--- config.mk ---
export PLATFORM = sky130hd
export DESIGN_NAME = scanline_irq_counter_bank_mapper_top_flat
export DESIGN_NICKNAME = d
export VERILOG_FILES = /design/src/sv/scim_pkg.sv /design/src/sv/scim_if.sv /design/src/sv/scim_moddiv.sv /design/src/sv/scanline_irq_counter_bank_mapper_top.sv /design/src/flat_wrapper.sv
export SDC_FILE = /design/constraint.sdc
export NUM_CORES = 1
export LEC_CHECK = 0
export ABC_AREA = 1
export BUFFER_PORTS_ARGS = -buffer_cell sky130_fd_sc_hd__buf_2
export CORE_ASPECT_RATIO = 1.1
export CORE_UTILIZATION = 45
export DETAILED_ROUTE_END_ITERATION = 10
export PLACE_DENSITY = 0.68
export SYNTH_ARGS = -nofsm -noshare
export SYNTH_HDL_FRONTEND = slang
export SYNTH_SLANG_ARGS = --single-unit
--- constraint.sdc ---
create_clock -name clk -period 6.9 [get_ports clk]
set_input_delay 0.345 -clock clk [delete_from_list [all_inputs] [get_ports clk]]
set_output_delay 0.345 -clock clk [all_outputs]
set_load 0.01 [all_outputs]
--- src/sv/scim_pkg.sv ---
// Shared constants for the scanline IRQ counter and bank mapper.
// No dependencies; every other file of the block uses this package.
`default_nettype none

package scim_pkg;

  localparam int AddrWidth      = 16;
  localparam int DataWidth      = 8;
  localparam int CounterWidth   = 16;
  localparam int SlotWidth      = 9;
  localparam int PageCountWidth = 10;
  localparam int BankWidth      = 8;

  // Configuration port.
  localparam int ApbAddrWidth = 3;
  localparam int ApbDataWidth = 32;
  localparam logic [0:0] RegPageCount = 1'b0;
  localparam logic [PageCountWidth-1:0] PageCountReset = PageCountWidth'(16);

  // Request kinds.
  localparam logic ReqCpuWrite = 1'b0;
  localparam logic ReqTick     = 1'b1;

  // CPU register addresses, matched exactly.
  localparam logic [AddrWidth-1:0] AddrNibble0 = 16'h8000;
  localparam logic [AddrWidth-1:0] AddrNibble1 = 16'h9000;
  localparam logic [AddrWidth-1:0] AddrNibble2 = 16'hA000;
  localparam logic [AddrWidth-1:0] AddrNibble3 = 16'hB000;
  localparam logic [AddrWidth-1:0] AddrEnable  = 16'hC000;
  localparam logic [AddrWidth-1:0] AddrBank    = 16'hF000;

  localparam int EnableBit = 1;

  localparam logic [CounterWidth-1:0] TickStep  = CounterWidth'(114);
  localparam logic [CounterWidth-1:0] FireLimit = CounterWidth'(16'hFFFF - 114);

endpackage

`default_nettype wire

--- src/sv/scim_if.sv ---
// Valid/ready channel interfaces for mapper requests and results.
// Depends on scim_pkg for the field widths.
`default_nettype none

interface scim_req_if;
  logic                         valid;
  logic                         ready;
  logic                         req_type;
  logic [scim_pkg::AddrWidth-1:0] addr;
  logic [scim_pkg::DataWidth-1:0] data;

  modport source (output valid, req_type, addr, data, input ready);
  modport sink   (input valid, req_type, addr, data, output ready);
endinterface

interface scim_rsp_if;
  logic                              valid;
  logic                              ready;
  logic                              irq_fire;
  logic [scim_pkg::SlotWidth-1:0]    page_low_slot;
  logic [scim_pkg::SlotWidth-1:0]    page_high_slot;
  logic [scim_pkg::CounterWidth-1:0] counter_now;

  modport source (output valid, irq_fire, page_low_slot, page_high_slot, counter_now,
                  input ready);
  modport sink   (input valid, irq_fire, page_low_slot, page_high_slot, counter_now,
                  output ready);
endinterface

`default_nettype wire

--- src/sv/scim_moddiv.sv ---
// Iterative restoring remainder unit: one dividend bit per cycle.
// Gives the low page slot and the following slot modulo the divisor. Uses scim_pkg.
`default_nettype none

module scim_moddiv (
  input  logic                                clk,
  input  logic                                rst,
  input  logic                                start,
  input  logic [scim_pkg::SlotWidth-1:0]      dividend,
  input  logic [scim_pkg::PageCountWidth-1:0] divisor,
  output logic                                done,
  output logic [scim_pkg::SlotWidth-1:0]      rem_low,
  output logic [scim_pkg::SlotWidth-1:0]      rem_high
);
  import scim_pkg::*;

  localparam int StepWidth = $clog2(SlotWidth + 1);

  logic [PageCountWidth-1:0] rem;
  logic [SlotWidth-1:0]      quo;
  logic [StepWidth-1:0]      cnt;
  logic                      busy;

  logic [PageCountWidth:0]   trial;
  logic [PageCountWidth:0]   diff;
  logic                      fits;
  logic [PageCountWidth-1:0] inc;

  assign trial = {rem, quo[SlotWidth-1]};
  assign diff  = trial - {1'b0, divisor};
  assign fits  = trial >= {1'b0, divisor};

  always_ff @(posedge clk) begin
    if (rst) begin
      busy <= 1'b0;
      done <= 1'b0;
      cnt  <= '0;
    end else begin
      done <= 1'b0;
      if (start) begin
        rem  <= '0;
        quo  <= dividend;
        cnt  <= StepWidth'(SlotWidth);
        busy <= 1'b1;
      end else if (busy) begin
        rem <= fits ? diff[PageCountWidth-1:0] : trial[PageCountWidth-1:0];
        quo <= {quo[SlotWidth-2:0], 1'b0};
        cnt <= cnt - StepWidth'(1);
        if (cnt == StepWidth'(1)) begin
          busy <= 1'b0;
          done <= 1'b1;
        end
      end
    end
  end

  // The dividend is even and below 512, so the remainder fits the slot width,
  // and the next slot is the remainder plus one, wrapping at the divisor.
  assign rem_low  = rem[SlotWidth-1:0];
  assign inc      = {1'b0, rem_low} + PageCountWidth'(1);
  assign rem_high = (inc == divisor) ? '0 : inc[SlotWidth-1:0];

endmodule

`default_nettype wire

--- src/sv/scanline_irq_counter_bank_mapper_top.sv ---
// Top level of the scanline IRQ counter and bank mapper.
// Depends on scim_pkg, scim_if.sv and scim_moddiv.
`default_nettype none

// Each request is a CPU register write or a scanline tick and gives one result.
// The register or counter update is applied at the edge of the request transfer.
// That same edge starts the bit-serial remainder unit, which reduces twice the
// bank number modulo the page count. When the remainder is done, the second page
// slot is formed from it and the output register is loaded. The request side
// is ready again once the result is in the output register. A new request can
// therefore start while the previous result still waits. If the previous result
// is still waiting when the next remainder is done, the block holds until the
// output register frees up. The page count register must be written over the APB
// port only while no request is in flight; the block itself does not enforce this.
// A page count of zero acts as one.
module scanline_irq_counter_bank_mapper_top (
  input  logic                              clk,
  input  logic                              rst,
  input  logic                              psel,
  input  logic                              penable,
  input  logic                              pwrite,
  input  logic [scim_pkg::ApbAddrWidth-1:0] paddr,
  input  logic [scim_pkg::ApbDataWidth-1:0] pwdata,
  output logic [scim_pkg::ApbDataWidth-1:0] prdata,
  output logic                              pready,
  scim_req_if.sink                          req,
  scim_rsp_if.source                        rsp
);
  import scim_pkg::*;

  typedef enum logic [1:0] {
    ST_IDLE,
    ST_DIV,
    ST_HOLD
  } state_t;

  state_t                    state;
  logic [PageCountWidth-1:0] page_count;
  logic [CounterWidth-1:0]   irq_count;
  logic                      irq_enable;
  logic [BankWidth-1:0]      bank_select;
  logic                      fire_pend;

  logic [CounterWidth-1:0]   irq_count_next;
  logic                      irq_enable_next;
  logic [BankWidth-1:0]      bank_select_next;
  logic                      fire_next;

  logic                      accept;
  logic                      cfg_write;
  logic                      div_done;
  logic [PageCountWidth-1:0] divisor;
  logic [SlotWidth-1:0]      slot_low;
  logic [SlotWidth-1:0]      slot_high;
  logic                      out_free;
  logic                      rsp_load;

  assign pready    = 1'b1;
  assign cfg_write = psel && penable && pwrite && (paddr[ApbAddrWidth-1] == RegPageCount);
  assign prdata    = (paddr[ApbAddrWidth-1] == RegPageCount)
                     ? ApbDataWidth'(page_count) : '0;

  always_ff @(posedge clk) begin
    if (rst) begin
      page_count <= PageCountReset;
    end else if (cfg_write) begin
      page_count <= pwdata[PageCountWidth-1:0];
    end
  end

  assign req.ready = (state == ST_IDLE);
  assign accept    = req.valid && req.ready;
  assign out_free  = !rsp.valid || rsp.ready;
  assign rsp_load  = ((state == ST_DIV && div_done) || state == ST_HOLD) && out_free;

  always_comb begin
    irq_count_next   = irq_count;
    irq_enable_next  = irq_enable;
    bank_select_next = bank_select;
    fire_next        = 1'b0;
    if (req.req_type == ReqCpuWrite) begin
      case (req.addr)
        AddrNibble0: irq_count_next[3:0]   = req.data[3:0];
        AddrNibble1: irq_count_next[7:4]   = req.data[3:0];
        AddrNibble2: irq_count_next[11:8]  = req.data[3:0];
        AddrNibble3: irq_count_next[15:12] = req.data[3:0];
        AddrEnable:  irq_enable_next       = req.data[EnableBit];
        AddrBank:    bank_select_next      = req.data;
        default:     ;
      endcase
    end else if (irq_enable) begin
      // Past the limit the counter would wrap, so it fires instead of advancing.
      if (irq_count > FireLimit) begin
        fire_next       = 1'b1;
        irq_enable_next = 1'b0;
      end else begin
        irq_count_next = irq_count + TickStep;
      end
    end
  end

  assign divisor = (page_count == '0) ? PageCountWidth'(1) : page_count;

  scim_moddiv u_moddiv (
    .clk      (clk),
    .rst      (rst),
    .start    (accept),
    .dividend ({bank_select_next, 1'b0}),
    .divisor  (divisor),
    .done     (div_done),
    .rem_low  (slot_low),
    .rem_high (slot_high)
  );

  always_ff @(posedge clk) begin
    if (rst) begin
      state       <= ST_IDLE;
      irq_count   <= '0;
      irq_enable  <= 1'b0;
      bank_select <= '0;
      fire_pend   <= 1'b0;
      rsp.valid   <= 1'b0;
    end else begin
      if (rsp_load) begin
        rsp.valid          <= 1'b1;
        rsp.irq_fire       <= fire_pend;
        rsp.page_low_slot  <= slot_low;
        rsp.page_high_slot <= slot_high;
        rsp.counter_now    <= irq_count;
      end else if (rsp.ready) begin
        rsp.valid <= 1'b0;
      end
      case (state)
        ST_IDLE: begin
          if (accept) begin
            irq_count   <= irq_count_next;
            irq_enable  <= irq_enable_next;
            bank_select <= bank_select_next;
            fire_pend   <= fire_next;
            state       <= ST_DIV;
          end
        end
        ST_DIV, ST_HOLD: begin
          if (rsp_load) begin
            state <= ST_IDLE;
          end else if (div_done || state == ST_HOLD) begin
            state <= ST_HOLD;
          end
        end
        default: state <= ST_IDLE;
      endcase
    end
  end

endmodule

`default_nettype wire

--- src/flat_wrapper.sv ---
// flat-port wrapper written by rule: the top's interface ports become plain ports
module scanline_irq_counter_bank_mapper_top_flat import scim_pkg::*;
  (clk, rst, psel, penable, pwrite, paddr, pwdata, prdata, pready, req_valid, req_req_type, req_addr, req_data, req_ready, rsp_valid, rsp_irq_fire, rsp_page_low_slot, rsp_page_high_slot, rsp_counter_now, rsp_ready);
  scim_req_if req_i ();
  scim_rsp_if rsp_i ();
  input  logic clk;
  input  logic rst;
  input  logic psel;
  input  logic penable;
  input  logic pwrite;
  input  logic [scim_pkg::ApbAddrWidth-1:0] paddr;
  input  logic [scim_pkg::ApbDataWidth-1:0] pwdata;
  output logic [scim_pkg::ApbDataWidth-1:0] prdata;
  output logic pready;
  input wire logic [$bits(req_i.valid)-1:0] req_valid;
  input wire logic [$bits(req_i.req_type)-1:0] req_req_type;
  input wire logic [$bits(req_i.addr)-1:0] req_addr;
  input wire logic [$bits(req_i.data)-1:0] req_data;
  output wire logic [$bits(req_i.ready)-1:0] req_ready;
  output wire logic [$bits(rsp_i.valid)-1:0] rsp_valid;
  output wire logic [$bits(rsp_i.irq_fire)-1:0] rsp_irq_fire;
  output wire logic [$bits(rsp_i.page_low_slot)-1:0] rsp_page_low_slot;
  output wire logic [$bits(rsp_i.page_high_slot)-1:0] rsp_page_high_slot;
  output wire logic [$bits(rsp_i.counter_now)-1:0] rsp_counter_now;
  input wire logic [$bits(rsp_i.ready)-1:0] rsp_ready;
  assign req_i.valid = req_valid;
  assign req_i.req_type = req_req_type;
  assign req_i.addr = req_addr;
  assign req_i.data = req_data;
  assign req_ready = req_i.ready;
  assign rsp_valid = rsp_i.valid;
  assign rsp_irq_fire = rsp_i.irq_fire;
  assign rsp_page_low_slot = rsp_i.page_low_slot;
  assign rsp_page_high_slot = rsp_i.page_high_slot;
  assign rsp_counter_now = rsp_i.counter_now;
  assign rsp_i.ready = rsp_ready;
  scanline_irq_counter_bank_mapper_top u_core (.clk(clk), .rst(rst), .psel(psel), .penable(penable), .pwrite(pwrite), .paddr(paddr), .pwdata(pwdata), .prdata(prdata), .pready(pready), .req(req_i), .rsp(rsp_i));
endmodule
# After elaboration in Yosys (flattened, before gate mapping)
# Cells that the tools add are included.
[word_totals]
out_inout_bits = 70
ff_bits = 98
[op_classes]
bitwise_logic = 3
n_lt_le_gt_ge = 2
n_reduce_logical = 31
add_sub_neg = 4
n_eq_ne = 14
muxes = 34
[ops]
columns = ["operator", "n"]
rows = [
  ["$eq A16 B16 Y1 const B", 6],
  ["$mux W16", 3],
  ["$mux W10", 4],
  ["$mux W4", 6],
  ["$reduce_and A5 Y1", 4],
  ["$mux W9", 2],
  ["$add A16 B7 Y16 const B", 1],
  ["$gt A16 B16 Y1 const B", 1],
  ["$mux W8", 2],
  ["$reduce_bool A2 Y1", 7],
  ["$mux W1", 13],
  ["$ge A11 B10 Y1", 1],
  ["$add A9 B1 Y10 const B", 1],
  ["$eq A10 B10 Y1", 1],
  ["$logic_not A10 Y1", 1],
  ["$sub A10 B10 Y10", 1],
  ["$reduce_and A2 Y1", 4],
  ["$logic_and A1 B1 Y1", 6],
  ["$mux W2", 3],
  ["$eq A4 B1 Y1 const B", 1],
  ["$ne A2 B2 Y1 const B", 2],
  ["$pmux W2 S2", 1],
  ["$reduce_or A2 Y1", 2],
  ["$sub A4 B1 Y4 const B", 1],
  ["10 further kinds", 14],
]

# Logic depth before layout (Yosys ltp)
[logic_depth]
depth_word = 6
ltp_mapped = 15

# Cells and area by module
# Synthesis repeated with hierarchy kept, for this count alone.
[hier_totals]
hier_cells = 806
hier_area_um2 = 5909.4
[modules_own_cells]
columns = ["mod", "area_each_um2", "n_inst", "cells_per_inst"]
rows = [
  ["scanline_irq_counter_bank_mapper_top", 3751.1, 1, 487],
  ["scim_moddiv", 2158.3, 1, 319],
]

# Worst setup path before layout
# OpenSTA, ideal clock, no wires.
[synth_path]
kind = "register to register"
startpoint = "reg u_core.state[1]"
endpoint = "reg u_core.rsp.counter_now[0], enable pin"
arrival_ps = 2192
path_slack_ps = 4281
path_stages_with_launch = 7
required_ps = 6473
setup_time_ps = 427
path_buffers = 0
path_cell_list = "dfxtp_1 inv_1 ha_1 nand2_1 inv_1 o21ai_0 nor2_1"
[synth_via]
elab_chain_cells = 5
word_cells_on_any_way = 6
classes_between = "eq/ne (2); reduce/logical (4)"
[synth_lines]
columns = ["item", "line", "rtl"]
rows = [
  ["from (decl)", "scanline_irq_counter_bank_mapper_top.sv:37", "state_t state;"],
  ["from (signal assigned)", "scanline_irq_counter_bank_mapper_top.sv:117", "state <= ST_IDLE;"],
  ["from (signal assigned)", "scanline_irq_counter_bank_mapper_top.sv:140", "state <= ST_DIV;"],
  ["from (signal assigned)", "scanline_irq_counter_bank_mapper_top.sv:145", "state <= ST_IDLE;"],
  ["$eq A2 B1 Y1", "scanline_irq_counter_bank_mapper_top.sv:74", "assign rsp_load = ((state == ST_DIV && div_done) || state == ST_HOLD) && out_free;"],
  ["$logic_and A1 B1 Y1", "scanline_irq_counter_bank_mapper_top.sv:74", ""],
  ["$logic_or A1 B1 Y1 *", "scanline_irq_counter_bank_mapper_top.sv:74", ""],
  ["$logic_and A1 B1 Y1 *", "scanline_irq_counter_bank_mapper_top.sv:74", ""],
  ["$reduce_and A2 Y1 (no line) *", "-", ""],
  ["to (signal assigned)", "scanline_irq_counter_bank_mapper_top.sv:129", "rsp.counter_now <= irq_count;"],
  ["to (decl)", "scim_if.sv:24", "modport source (output valid, irq_fire, page_low_slot, page_high_slot, counter_now,"],
]
# Mark *: on every way between the ends. The rest lies on a longest branch, timed or not.
# A chain may end at the register's enable or synchronous reset.

# Final worst setup path
[layout_path]
startpoint = "reg u_core.state[0]"
endpoint = "reg u_core.bank_select[3]"
[layout_via]
elab_chain_cells = 3
[layout_lines]
columns = ["item", "line", "rtl"]
rows = [
  ["$logic_not A2 Y1 *", "scanline_irq_counter_bank_mapper_top.sv:71, scanline_irq_counter_bank_mapper_top.sv:133", ""],
  ["$logic_and A1 B1 Y1", "scanline_irq_counter_bank_mapper_top.sv:72", "assign accept = req.valid && req.ready;"],
  ["$reduce_and A2 Y1 (no line) *", "-", ""],
  ["to (signal assigned)", "scanline_irq_counter_bank_mapper_top.sv:138", "bank_select <= bank_select_next;"],
  ["to (decl)", "scanline_irq_counter_bank_mapper_top.sv:41", "logic [BankWidth-1:0] bank_select;"],
]
# Marks and branches as above.

==> reports/metrics.csv <==
stage,metric,value,unit
status,status,finished clean,
hold_path,hold_path.class,input port to register,
synth,synth_top_family_by_area,simple AND/OR/NAND/NOR gates,
clock_tree,numCtsBuffers,9,
floorplanning,io_pins,137,
clock_tree,htreeDepth,3,
synth,yosysWarnings,0,
layout,diodes,0,
floorplanning,dieArea,12900,um^2
timing,setup_viol,0,
hold_path,hold_start,pwdata[4],
clock_tree,cts_setup_buffers,0,
timing,fmax,343,MHz
power,peakVddDrop,0.203,mV
clock_tree,insertion_delay,0.34,ns
critical_path,required,7.16,ns
floorplanning,chipWidth,108,um
synth,yosysSeqAreaShare,44.6,%
clock_tree,max-clock-path-buffers,2,
timing,hold_viol_final,0,
placed_design,port_buffers,89,
synth,synthAdderAreaFrac,4.39,%
critical_path,worstSetupStartpoint,u_core.state[0],
timing,worstMarginPinSlew,1.03,ns
timing,rsz0062_at_grt,false,
clock_tree,path_clk_slew,0.07,ns
synth,synth_compound_area_share,9.79,%
timing,drv_slew,0,
floorplanning,core_area,12100,um^2
synth,ys_types,46,
critical_path,crit_type,register to register,
global_route,grt.total_usage,20.2,%
synth,syn_inst,723,
global_route,grt_first_pass_wirelength,20300,um
critical_path,worstSetupStartpointType,register,
critical_path,critPathCaptureType,register,
clock_tree,cts_root_buf,clkbuf_16,
global_route,grt_overflow_total,0,
clock_tree,cts_tree,done,
power,power,2.14,mW
synth,synth.cell_area,5580,um^2
clock_tree,cts_resized,0,
synth,synth_area_leaders,"edfxtp_1 29%, dfxtp_1 16%, nand2_1 12%, nor2_1 6.2%, inv_1 6.1%",
layout,final_area,6390,um^2
timing,min_period,2.91,ns
critical_path,r2r-start,u_core.state[0],
synth,synth_top_area_share,28.5,%
floorplanning,initial_core_util,46.2,%
route,drc,0,
synth,synth_top_cell_by_area,edfxtp_1,
synth,synth-seq-cells,98,
floorplanning,fp-row-count,42,
route,vias,4887,
route,wl_per_cell,12.9,um
synth,synth_commonest_cells,"176 x nand2_1, 92 x nor2_1, 91 x inv_1",
placed_design,gp_congestion,0.914,
timing,relSlewSlack,31.3,%
synth,synth_edf_count,53,
synth,synth.most_common_cell,nand2_1,
global_route,first_global_vias,4449,
synth,synthMuxAreaShare,0,%
layout,syn_to_final_growth,14.4,%
critical_path,crit_arrival,3.18,ns
synth,syn_avg_cell_area,7.72,um^2
power,power_density,335,nW/um^2
power,power_leakage,3.12,nW
route,firstDrtPassIters,5,
synth,async_reset_ff_share,0,%
layout,nNetsFinal,894,
global_route,antenna_found_initial,0,
job,cap_violations,0,
synth,ys.flop_type,edfxtp_1,
route,drt-initial-drc-count,244,
critical_path,path_max_fanout,20,
clock_tree,ctsHoldBuffers,0,
timing,fin_worst_skew,0.00903,ns
placed_design,dp_hpwl,9110,um
clock_tree,cts.sinks,98,
timing,fin_crit_sh,42.2,%
route,avgViaCountPerCell,5.05,
route,wirelength,12400,um
synth,synthSimpleGateAreaFrac,28.2,%
placed_design,dpl_cell_area,6070,um^2
timing,fin_setup_tns,0,ns
synth,synth-xor-area-share,1.88,%
floorplanning,fp.dieH,119,um
global_route,grt_max_degree,36,
route,ant_nets,0,
layout,drive_gt1_share,16.1,%
sequential cells by signal, summed over array words and instances (netlist names):
signal and cells:
u_core.rsp.irq_fire 1, u_core.u_moddiv.done 1, u_core.bank_select 8, u_core.u_moddiv.quo 8, u_core.u_moddiv.busy 1, u_core.rsp.counter_now 16
u_core.irq_count 16, u_core.rsp.page_low_slot 9, u_core.rsp.valid 1, u_core.state 2, u_core.u_moddiv.cnt 4, u_core.rsp.page_high_slot 9
u_core.u_moddiv.rem 10, u_core.fire_pend 1, u_core.irq_enable 1, u_core.page_count 10
final timing paths:
path | slack (ns) | end | cells past startpoint
worst min register to register | 0.43 | u_core.rsp.counter_now[0] | 0
worst min-delay path | 0.22 | u_core.page_count[4] | 3
worst max-delay path | 3.99 | u_core.bank_select[3] | 7
worst max register to register | 3.99 | u_core.bank_select[3] | 7
worst max-delay path, cell delays in order (launching register included):
cell	delay (ns)
dfxtp_1	0.38
inv_1	0.10
ha_1	0.24
nand2_1	0.55
clkinv_1	0.67
nor2_1	0.31
clkinv_1	0.32
o22ai_1	0.26
routing by layer:
| metal | wire length, um | part of all wire [%] | GRT usage [%] | up-vias |
|---|---|---|---|---|
| li1 | - | - | - | 2468 |
| met1 | 5580 | 45 | 25.5 | 2214 |
| met2 | 5830 | 47 | 33.4 | 176 |
| met3 | 742 | 6.0 | 4.65 | 29 |
| met4 | 282 | 2.3 | 7.62 | 0 |
| met5 | 0 | 0 | 0 | - |
cells in the final DEF (no fill, tap or decap), drive strengths merged, types with 8 or more instances in the layout:
master	instances
nand2	183
xor2	10
o21ai	40
buf	90
clkbuf	10
conb	23
ha	18
edfxtp	53
dfxtp	45
a21oi	33
inv	96
nor2	98
nor3	9
o211ai	8
nand3	61
o22ai	8
cell type report:
| cell class | count | area (um^2) |
|---|---|---|
| multi-input combinational | 512 | 2560 |
| clock inverter | 6 | 90.1 |
| tap | 154 | 193 |
| timing repair buffer | 90 | 453 |
| sequential | 98 | 2490 |
| inverter | 97 | 364 |
| clock buffer | 10 | 229 |
| fill | 1155 | 5700 |
stage by stage:
stage / util [%] / setup slack [ns] / cells / hold WS (ns)
final: 52.8 / 3.99 / 967 / 0.224
after global routing: 52.8 / 3.75 / 967 / 0.230
after CTS: 52.8 / 4.00 / 967 / 0.216
after detailed placement: 50.2 / 4.04 / 951 / 0.421
after global placement: 50.2 / 4.12 / 951 / 0.412
after floorplan: - / 4.28 / 744 / 0.403
cells by family (layout without fill, tap and decap cells):
family                   after synthesis  count (layout)
AO/OA/AOI/OAI                         96              96
XOR/XNOR                              12              12
adder cells (fa/ha/maj)               19              19
buffers and inverters                134             203
flip-flops                            98              98
other                                  2              23
AND/OR/NAND/NOR                      362             362
where the power goes:
| group | leakage, nW | internal (mW) | total, mW | switching, mW |
|---|---|---|---|---|
| Sequential | 0.863 | 0.770 | 0.870 | 0.100 |
| Combinational | 2.10 | 0.263 | 0.735 | 0.472 |
| Clock | 0.153 | 0.319 | 0.534 | 0.215 |
(Power assumes the default switching activity.)
